## src/design/kmi_pkg.sv

```systemverilog
package kmi_pkg;

  localparam int OP_W      = 2;
  localparam int CFG_IDX_W = 2;
  localparam int ELEM_W    = 4;
  localparam int DATA_W    = 32;
  localparam int TIME_W    = 32;
  localparam int KCNT_W    = 5;
  localparam int REM_W     = 35;
  localparam int STEP_W    = 6;
  localparam int RATIO_W   = 16;
  localparam int ARITH_W   = 36;

  localparam logic [OP_W-1:0] OP_KEY_TIME = 2'd0;
  localparam logic [OP_W-1:0] OP_ELEMENT  = 2'd1;
  localparam logic [OP_W-1:0] OP_SAMPLE   = 2'd2;
  localparam logic [OP_W-1:0] OP_NOP      = 2'd3;

  localparam logic [CFG_IDX_W-1:0] REG_CYCLE_LENGTH = 2'd0;
  localparam logic [CFG_IDX_W-1:0] REG_KEY_COUNT    = 2'd1;

  localparam logic [STEP_W-1:0] MOD_STEPS   = 6'd32;
  localparam logic [STEP_W-1:0] RATIO_STEPS = 6'd16;

  localparam logic [ELEM_W-1:0] LAST_ELEM = 4'd15;

  typedef struct packed {
    logic              go;
    logic [REM_W-1:0]  rem_init;
    logic [TIME_W-1:0] dividend;
    logic [REM_W-1:0]  divisor;
    logic [STEP_W-1:0] steps;
  } div_req_t;

  typedef struct packed {
    logic              done;
    logic [REM_W-1:0]  rem;
    logic [TIME_W-1:0] quo;
  } div_rsp_t;

endpackage

```

## src/design/kmi_time_mem.sv

```systemverilog
module kmi_time_mem #(
  parameter int ADDR_W = 4,
  parameter int DEPTH  = 16
) (
  input  logic                      clk,
  input  logic                      we,
  input  logic [ADDR_W-1:0]         waddr,
  input  logic [kmi_pkg::TIME_W-1:0] wdata,
  input  logic [ADDR_W-1:0]         raddr,
  output logic [kmi_pkg::TIME_W-1:0] rdata
);

  logic [kmi_pkg::TIME_W-1:0] mem [DEPTH];

  always_ff @(posedge clk) begin
    if (we) begin
      mem[waddr] <= wdata;
    end
    rdata <= mem[raddr];
  end

endmodule

```

## config.mk

```make
export PLATFORM = sky130hd
export DESIGN_NAME = kmi_time_mem
export DESIGN_NICKNAME = d
export VERILOG_FILES = /design/src/design/kmi_pkg.sv /design/src/design/kmi_time_mem.sv
export SDC_FILE = /design/constraint.sdc
export NUM_CORES = 1
export LEC_CHECK = 0
export CORE_MARGIN = 4
export CORE_UTILIZATION = 44
export DETAILED_ROUTE_END_ITERATION = 16
export DONT_BUFFER_PORTS = 1
export GPL_TIMING_DRIVEN = 0
export PLACE_DENSITY = 0.65
export SLEW_MARGIN = 10
export SYNTH_ARGS = -nofsm -noshare
export SYNTH_HDL_FRONTEND = slang
export SYNTH_SLANG_ARGS = --single-unit
```

## constraint.sdc

```tcl
create_clock -name clk -period 3.8 [get_ports clk]
set_input_delay 0.57 -clock clk [delete_from_list [all_inputs] [get_ports clk]]
set_output_delay 0.57 -clock clk [all_outputs]
set_load 0.02 [all_outputs]
```

==> flow_summary_export.csv <==
group,metric,value,unit
critical_path,critPathSlowestCell,"buf_1",
critical_path,crit_type,"input port to flip-flop",
clock_tree,post_cts_resized,0,
synth,ys_types,18,
die,fp.dieH,220,um
sta,hold_viol,0,
synth,synthTopCellsByArea,"edfxtp_1 77%, mux4_2 15%, dfxtp_1 3.2%",
global_routing,grt_usage,18.1,%
pwr,p_per_area,546,nW/um2
finish,layout-area-overhead-vs-synth,15.4,%
die,die-area,48600,um2
clock_tree,h-tree-depth,2,
clock_tree,cts_root_buffer,"clkbuf_16",
sta,drv_slew,0,
critical_path,r2r_cells,3,
finish,fin_area,22900,um2
die,start_util,44.7,%
synth,synth_edf_count,512,
route,drtIter0Drc,1116,
hold_path,worstHoldPathType,"input port to flip-flop",
finish,drive_gt1_share,28.3,%
sta,fin_ws,1.92,ns
route,drc,0,
finish,nFillCells,3368,
clock_tree,clock_sinks,544,
critical_path,cp.buffers_inverters,2,
sta,timing.fmax,531,MHz
finish,final_nets,965,
route,finalWirelength,42900,um
critical_path,critPathCaptureType,"flip-flop",
route,wl_per_cell,27.5,um
sta,finalCritPeriodShare,49.6,%
critical_path,cpPeakStageDelay,0.77,ns
clock_tree,cts_tree,"yes",
global_routing,use_met3,4.33,%
flow_run,max_cap_violations,0,
synth,synthesis.nets,880,
sta,setup_tns,0,ns
synth,synth_warnings,0,
synth,synth_ff_type,"edfxtp_1",
finish,fin_cells,1560,
critical_path,setup.worst_path.start_class,"input port",
die,die_x,220,um
placed_design,portBuffers,0,
critical_path,reg2reg_slack,2.41,ns
synth,syn_area,19900,um2
placed_design,hpwl,26700,um
outcome,status,"finished clean",
synth,ys_async_sr_fraction,0,%
clock_tree,clk_latency,0.59,ns
global_routing,grt_max_degree,22,
placed_design,pre_cts_slack,1.31,ns
global_routing,grt_pass1_vias,9490,
synth,syn_inst,838,
critical_path,crit_chain,"buf_2 -> buf_1 -> mux4_2 -> a22oi_1 -> nand2_1",
pwr,vdd_ir_drop_max,371,uV
global_routing,met1_usage,27.4,%
global_routing,antenna_found_initial,0,
route,num_vias,9049,
global_routing,busiest_layer,"met1",
sta,rsz0062_at_grt,"false",
critical_path,reg2reg_from,"mem[3][30]$_DFFE_PP_",
clock_tree,clock_path_buffers,3,
critical_path,cp_top_family,"buffers and inverters",
die,core_region_area,44400,um2
synth,avgSynthCellArea,23.7,um2
die,rows,77,
sta,skew,0.0127,ns
critical_path,cp.depth,5,
hold_path,whs_endpoint,"mem[3][17]$_DFFE_PP_",
clock_tree,ctsHoldBuffers,0,
hold_path,holdPathStages,0,
placed_design,dp.cells,1459,
sta,tightest_slew,0.985,ns
sta,setup_violations,0,
finish,n_antenna_cell,0,
synth,synth-seq-cells,544,
synth,synthDominantCellAreaShare,77.4,%
clock_tree,clkSlewWorstSetupHoldPaths,0.06,ns
critical_path,r2r_end,"rdata[30]$_DFF_P_",
route,via_per_inst,5.80,
global_routing,overflow,0,
placed_design,placed_area,21100,um2
hold_path,worstHoldStart,"wdata[17]",
critical_path,cp_max_fo,10,
placed_design,gp_congestion,0.705,
route,firstDrtPassIters,5,
clock_tree,cts_buffers,54,
pwr,p_leak,0.00721,uW
pwr,power.total,12500,uW
critical_path,critPathArrivalTime,2.33,ns
sta,relSlewSlack,34.4,%
synth,synth_top_area_cell,"edfxtp_1",
clock_tree,post_cts_buffers,0,
global_routing,met2_usage,27.4,%
critical_path,worstPathRequired,4.24,ns
synth,yosysSeqAreaShare,80.7,%
global_routing,grt_pass1_wl,63500,um
die,pin_count,74,
sta,min_period,1.88,ns
route,ant_nets,0,
## worst max path at each step
| stage | to | from |
|---|---|---|
| floorplan | mem[0][0]$_DFFE_PP_ | waddr[2] |
| global route | rdata[23]$_DFF_P_ | raddr[1] |
| global placement | mem[0][1]$_DFFE_PP_ | waddr[2] |
| CTS | mem[8][27]$_DFFE_PP_ | waddr[2] |
| detailed placement | rdata[21]$_DFF_P_ | raddr[1] |
| finish | rdata[20]$_DFF_P_ | raddr[1] |
## power by group
| part | internal [uW] | switching [uW] |
|---|---|---|
| logic | 214 | 265 |
| registers | 6710 | 91.4 |
| clock network | 3040 | 2200 |
| total | 9960 | 2550 |
## state kept, by name, summed over array words and instances, names as in the netlist
name and count:
mem 512, rdata 32
## cell type report
| type | count | area, um2 | area share, % |
|---|---|---|---|
| multi-input combinational | 251 | 3730 | 16.3 |
| sequential | 544 | 16000 | 69.9 |
| buffer | 43 | 223 | 0.972 |
| clock inverter | 35 | 317 | 1.38 |
| clock buffer | 66 | 1440 | 6.28 |
| tap | 592 | 741 | 3.23 |
| timing repair buffer | 29 | 444 | 1.94 |
## through the flow
stage,utilization (%),hold slack [ns]
after floorplan,-,0.635
after global placement,46.4,0.649
after detailed placement,47.6,0.657
after CTS,51.6,0.0379
after global routing,51.6,0.0389
final,51.6,0.0711
## kinds of logic after synthesis
family	after synthesis	synth area share (%)
AO/OA/AOI/OAI	64	2.42
buffers and inverters	43	1.12
flip-flops	544	80.7
multiplexers	128	14.5
AND/OR/NAND/NOR	59	1.27
## synth_stat cells (4+ instances only)
cell      instances
buf_1             9
nor2_1           13
a22oi_1          64
mux4_2          128
buf_2             4
edfxtp_1        512
buf_4            11
dfxtp_1          32
nor3_1            4
nand2_1          33
clkbuf_1         17
## cells in the final DEF (no fill, tap or decap)
cell and instances:
a22oi_1 64, and2_1 1, buf_1 9, buf_12 6, buf_16 7, buf_2 4
buf_4 24, buf_6 5, bufinv_16 5, clkbuf_1 26, clkbuf_16 55, clkbuf_8 2
clkinv_1 9, clkinv_2 15, clkinv_4 1, clkinv_8 1, clkinvlp_4 2, dfxtp_1 32
edfxtp_1 512, inv_6 2, mux4_2 128, nand2_1 33, nand2b_1 2, nand3_1 1
nand3b_1 2, nor2_1 1, nor2_4 12, nor2b_1 2, nor3_2 4, or3b_2 1
## metal layers
metal  part of all wire (%)  up-vias
met5                      0        -
met4                    1.1        0
met3                    8.6       37
met2                     47      379
met1                     43     4872
li1                       -     3761
Power figures use the tool's default switching activity.
