## config.mk

```make
export PLATFORM = sky130hd
export DESIGN_NAME = kmi_div
export DESIGN_NICKNAME = d
export VERILOG_FILES = /design/src/design/kmi_pkg.sv /design/src/design/kmi_div.sv
export SDC_FILE = /design/constraint.sdc
export NUM_CORES = 1
export LEC_CHECK = 0
export BUFFER_PORTS_ARGS = -buffer_cell sky130_fd_sc_hd__buf_2
export CAP_MARGIN = 20
export CELL_PAD_IN_SITES_DETAIL_PLACEMENT = 1
export CELL_PAD_IN_SITES_GLOBAL_PLACEMENT = 1
export CORE_ASPECT_RATIO = 1.75
export CORE_MARGIN = 2
export CORE_UTILIZATION = 45
export DETAILED_ROUTE_END_ITERATION = 10
export HOLD_SLACK_MARGIN = 0.03
export PLACE_DENSITY_LB_ADDON = 0.1
export SETUP_SLACK_MARGIN = 0.3
export SKIP_LAST_GASP = 1
export SLEW_MARGIN = 20
export SYNTH_ARGS = -nofsm -noshare
export SYNTH_HDL_FRONTEND = slang
export SYNTH_SLANG_ARGS = --single-unit
```

## constraint.sdc

```tcl
create_clock -name clk -period 8.5 [get_ports clk]
set_clock_uncertainty 0.15 [all_clocks]
set_input_delay 1.7 -clock clk [delete_from_list [all_inputs] [get_ports clk]]
set_output_delay 1.7 -clock clk [all_outputs]
set_load 0.005 [all_outputs]
```

## src/design/kmi_pkg.sv

```systemverilog
package kmi_pkg;

  localparam int OP_W      = 2;
  localparam int CFG_IDX_W = 2;
  localparam int ELEM_W    = 4;
  localparam int DATA_W    = 32;
  localparam int TIME_W    = 32;
  localparam int KCNT_W    = 5;
  localparam int REM_W     = 35;
  localparam int STEP_W    = 6;
  localparam int RATIO_W   = 16;
  localparam int ARITH_W   = 36;

  localparam logic [OP_W-1:0] OP_KEY_TIME = 2'd0;
  localparam logic [OP_W-1:0] OP_ELEMENT  = 2'd1;
  localparam logic [OP_W-1:0] OP_SAMPLE   = 2'd2;
  localparam logic [OP_W-1:0] OP_NOP      = 2'd3;

  localparam logic [CFG_IDX_W-1:0] REG_CYCLE_LENGTH = 2'd0;
  localparam logic [CFG_IDX_W-1:0] REG_KEY_COUNT    = 2'd1;

  localparam logic [STEP_W-1:0] MOD_STEPS   = 6'd32;
  localparam logic [STEP_W-1:0] RATIO_STEPS = 6'd16;

  localparam logic [ELEM_W-1:0] LAST_ELEM = 4'd15;

  typedef struct packed {
    logic              go;
    logic [REM_W-1:0]  rem_init;
    logic [TIME_W-1:0] dividend;
    logic [REM_W-1:0]  divisor;
    logic [STEP_W-1:0] steps;
  } div_req_t;

  typedef struct packed {
    logic              done;
    logic [REM_W-1:0]  rem;
    logic [TIME_W-1:0] quo;
  } div_rsp_t;

endpackage

```

## src/design/kmi_div.sv

```systemverilog
module kmi_div (
  input  logic              clk,
  input  logic              rst,
  input  kmi_pkg::div_req_t req,
  output kmi_pkg::div_rsp_t rsp
);

  logic [kmi_pkg::REM_W-1:0]  rem;
  logic [kmi_pkg::TIME_W-1:0] dvd;
  logic [kmi_pkg::REM_W-1:0]  dvs;
  logic [kmi_pkg::STEP_W-1:0] cnt;
  logic                       done;
  logic [kmi_pkg::REM_W:0]    rem2;
  logic [kmi_pkg::REM_W:0]    diff;
  logic                       ge;

  // one restoring step per cycle
  always_comb begin
    rem2 = {rem, dvd[kmi_pkg::TIME_W-1]};
    diff = rem2 - {1'b0, dvs};
    ge   = (rem2 >= {1'b0, dvs});
  end

  always_ff @(posedge clk) begin
    if (rst) begin
      cnt  <= '0;
      done <= 1'b0;
    end else begin
      done <= 1'b0;
      if (req.go) begin
        cnt <= req.steps;
      end else if (cnt != '0) begin
        cnt <= cnt - 1'b1;
        if (cnt == kmi_pkg::STEP_W'(1)) begin
          done <= 1'b1;
        end
      end
    end
  end

  always_ff @(posedge clk) begin
    if (req.go) begin
      rem <= req.rem_init;
      dvd <= req.dividend;
      dvs <= req.divisor;
    end else if (cnt != '0) begin
      rem <= ge ? diff[kmi_pkg::REM_W-1:0] : rem2[kmi_pkg::REM_W-1:0];
      dvd <= {dvd[kmi_pkg::TIME_W-2:0], ge};
    end
  end

  assign rsp.done = done;
  assign rsp.rem  = rem;
  assign rsp.quo  = dvd;

endmodule

```

==> impl_metrics.py <==
metrics = {
    "critical_path": {
        "crit_fanout": 38,
        "crit_required_ps": 8460,
        "reg2reg_slack_ps": 3860,
        "critPathLaunchType": "register",
        "cp-end-kind": "register",
        "arrival_ps": 4600,
        "r2r-start": "dvd[31]",
        "timing.critical_path.from": "dvd[31]",
        "critPathKind": "reg2reg",
        "rr_worst_depth": 14,
        "cp-endpoint": "rem[21]",
        "r2r_end": "rem[21]",
    },
    "placed_design": {
        "portBuffers": 178,
        "dp.cells": 883,
        "postPlaceCellArea_um2": 7520,
        "dpl.hpwl_um": 12500,
        "gp_congestion": 0.792,
        "pre_cts_ws_ps": 3870,
    },
    "floorplan": {
        "num_rows": 58,
        "die_area_um2": 15400,
        "ios": 179,
        "initial_core_util_pct": 45.4,
        "die_x_um": 94.6,
        "core_area_um2": 14200,
        "dieHeight_um": 163,
    },
    "timing": {
        "rsz0062_at_grt": "no",
        "slew_headroom_pct": 36.9,
        "tns_ps": 0,
        "layout_min_cycle_time_ps": 4640,
        "finalSetupViolCount": 0,
        "worstMarginPinSlew_ps": 947,
        "finalMaxSlewViolations": 0,
        "fin_crit_sh_pct": 54.6,
        "setup_ws_ps": 3860,
        "hold_violations": 0,
        "clock.fmax_mhz": 216,
        "whs_ps": 338,
    },
    "clock_network": {
        "cts_setup_buffers": 0,
        "cts.sinks": 109,
        "cts-buffers-inserted": 9,
        "cts_tree": "yes",
        "insertion_delay_ps": 360,
        "cts_root_buf": "clkbuf_16",
        "cts.htree.levels": 3,
        "cts_buffer_depth": 2,
        "cts_hold_buf": 0,
        "post_cts_resized": 0,
        "clk_pin_slew_ps": 80,
    },
    "yosys": {
        "syn-instance-count": 541,
        "ys.flop_type": "edfxtp_1",
        "synth_cell_types": 54,
        "syn_area_per_cell_um2": 11.9,
        "synth-seq-area-share_pct": 49.6,
        "synth.net_count": 690,
        "ys_warn_count": 0,
        "async_flop_share_pct": 0,
        "synth_seq_cells": 109,
        "syn-cell-area_um2": 6460,
        "synth_edf_count": 102,
    },
    "pwr": {
        "p_switching_uw": 1050,
        "swShare_pct": 38.4,
        "pwr-share-comb_pct": 51.4,
        "power_density_nw_per_um2": 347,
        "peakVddDrop_mv": 0.157,
        "power_frac_seq_pct": 32.3,
        "p_int_uw": 1680,
        "leakage_uw": 0.00353,
        "power.clock.fraction_pct": 16.3,
    },
    "cells_and_area": {
        "drive_gt1_share_pct": 38.7,
        "fin_area_um2": 7840,
        "num_antenna_cells": 0,
        "finalNetCount": 863,
        "final_common_cell": "buf_2",
        "final_cells": 899,
        "layout_common_cells": "177 x buf_2, 102 x edfxtp_1, 73 x mux2_2",
        "area_growth_pct": 21.3,
    },
    "grt": {
        "grt_overflow_total": 0,
        "grt_usage_pct": 22.2,
        "grt_max_degree": 79,
        "grt_pass1_wl_um": 26800,
        "antenna_found_initial": 0,
        "grt_pass1_vias": 5394,
    },
    "detailed_routing": {
        "via_per_inst": 5.42,
        "routed_wl_um": 16600,
        "route.detailed.drc": 0,
        "drt_pass1_iterations": 4,
        "wl_per_cell_um": 18.5,
        "drtIter0Drc": 156,
        "vias": 4870,
        "ant_nets": 0,
    },
    "job": {
        "cap_violations": 0,
    },
    "min_path": {
        "hold_class": "reg2reg",
    },
    "run_status": {
        "status": "complete, no violations",
    },
}
==> worst min-delay path by stage <==
stage / startpoint / end / slack (ps) / depth (start not counted)
global placement: cnt[1] / cnt[1] / 320 / 2
finish: cnt[1] / cnt[1] / 340 / 2
global route: cnt[1] / cnt[1] / 380 / 2
CTS: cnt[1] / cnt[1] / 350 / 2
floorplan: cnt[1] / cnt[1] / 280 / 2
detailed placement: cnt[1] / cnt[1] / 330 / 2
==> worst max-delay path, stage by stage (launching register included) <==
cell	delay, ps
edfxtp_1	390
inv_1	90
ha_1	180
fa_1	220
nor2b_1	70
o31a_1	260
o41a_1	440
a311o_1	450
a41oi_2	330
o211ai_2	160
a41o_1	260
a41oi_4	200
buf_4	470
mux2_2	400
mux2_2	260
==> flip-flops by register name, summed over array words and instances, names as in the netlist <==
register  flops
done          1
cnt           6
rem          35
dvs          35
dvd          32
==> power by group through the flow <==
stage / logic, uW / registers, uW / clock network (uW)
floorplan: 994 / 880 / 0
global placement: 1350 / 885 / 0
detailed placement: 1400 / 894 / 0
CTS: 1410 / 883 / 455
global route: 1550 / 902 / 471
finish: 1400 / 881 / 443
==> final cells by class <==
type                            count  area (um2)
Fill cell                        1583        6380
Sequential cell                   109        3200
Multi-Input combinational cell    365        3000
Timing Repair Buffer              181         916
Clock buffer                        9         225
Tap cell                          180         225
Inverter                           48         180
Clock inverter                      7        91.3
==> synthesized netlist by cell type, drive strengths merged, types with 2 or more instances <==
cell	n	area [um2]
a211oi	2	15.0
a21boi	2	15.0
a21o	20	150
a21oi	36	180
a221o	8	80.1
a31oi	2	12.5
a41oi	2	32.5
and2	3	18.8
and3	6	37.5
and3b	8	70.1
buf	9	55.1
clkbuf	10	37.5
dfxtp	7	140
edfxtp	102	3060
ha	37	463
inv	48	180
mux2	76	856
mux2i	5	50.1
nand2	20	75.1
nand2b	4	25.0
nand3	7	35.0
nand4	5	31.3
nor2	24	92.6
nor2b	6	37.5
nor3	9	45.0
nor4	2	12.5
o21ai	18	90.1
o21bai	7	52.6
o31ai	2	15.0
or3	2	12.5
xnor2	23	201
xor2	12	105
==> cell families after synthesis <==
group,share of synthesized area (%)
AO/OA/AOI/OAI,12.0
flip-flops,49.6
AND/OR/NAND/NOR,8.02
multiplexers,14.0
buffers and inverters,4.22
adder cells (fa/ha/maj),7.47
XOR/XNOR,4.74
==> metrics by stage <==
step	utilization (%)	total power, uW
2_1_floorplan	-	1870
3_3_place_gp	52.9	2240
3_5_place_dp	52.9	2290
4_1_cts	55.1	2750
5_1_grt	55.1	2920
6_report	55.1	2720
==> metal layers <==
layer	wire [um]	vias to the layer above	global-route usage, %	share of wire, %
li1	-	2349	-	-
met1	6390	2387	24.0	38
met2	9310	117	42.9	56
met3	693	17	4.49	4.2
met4	235	0	5.86	1.4
met5	0	-	0	0
Power figures use the tool's default switching activity.
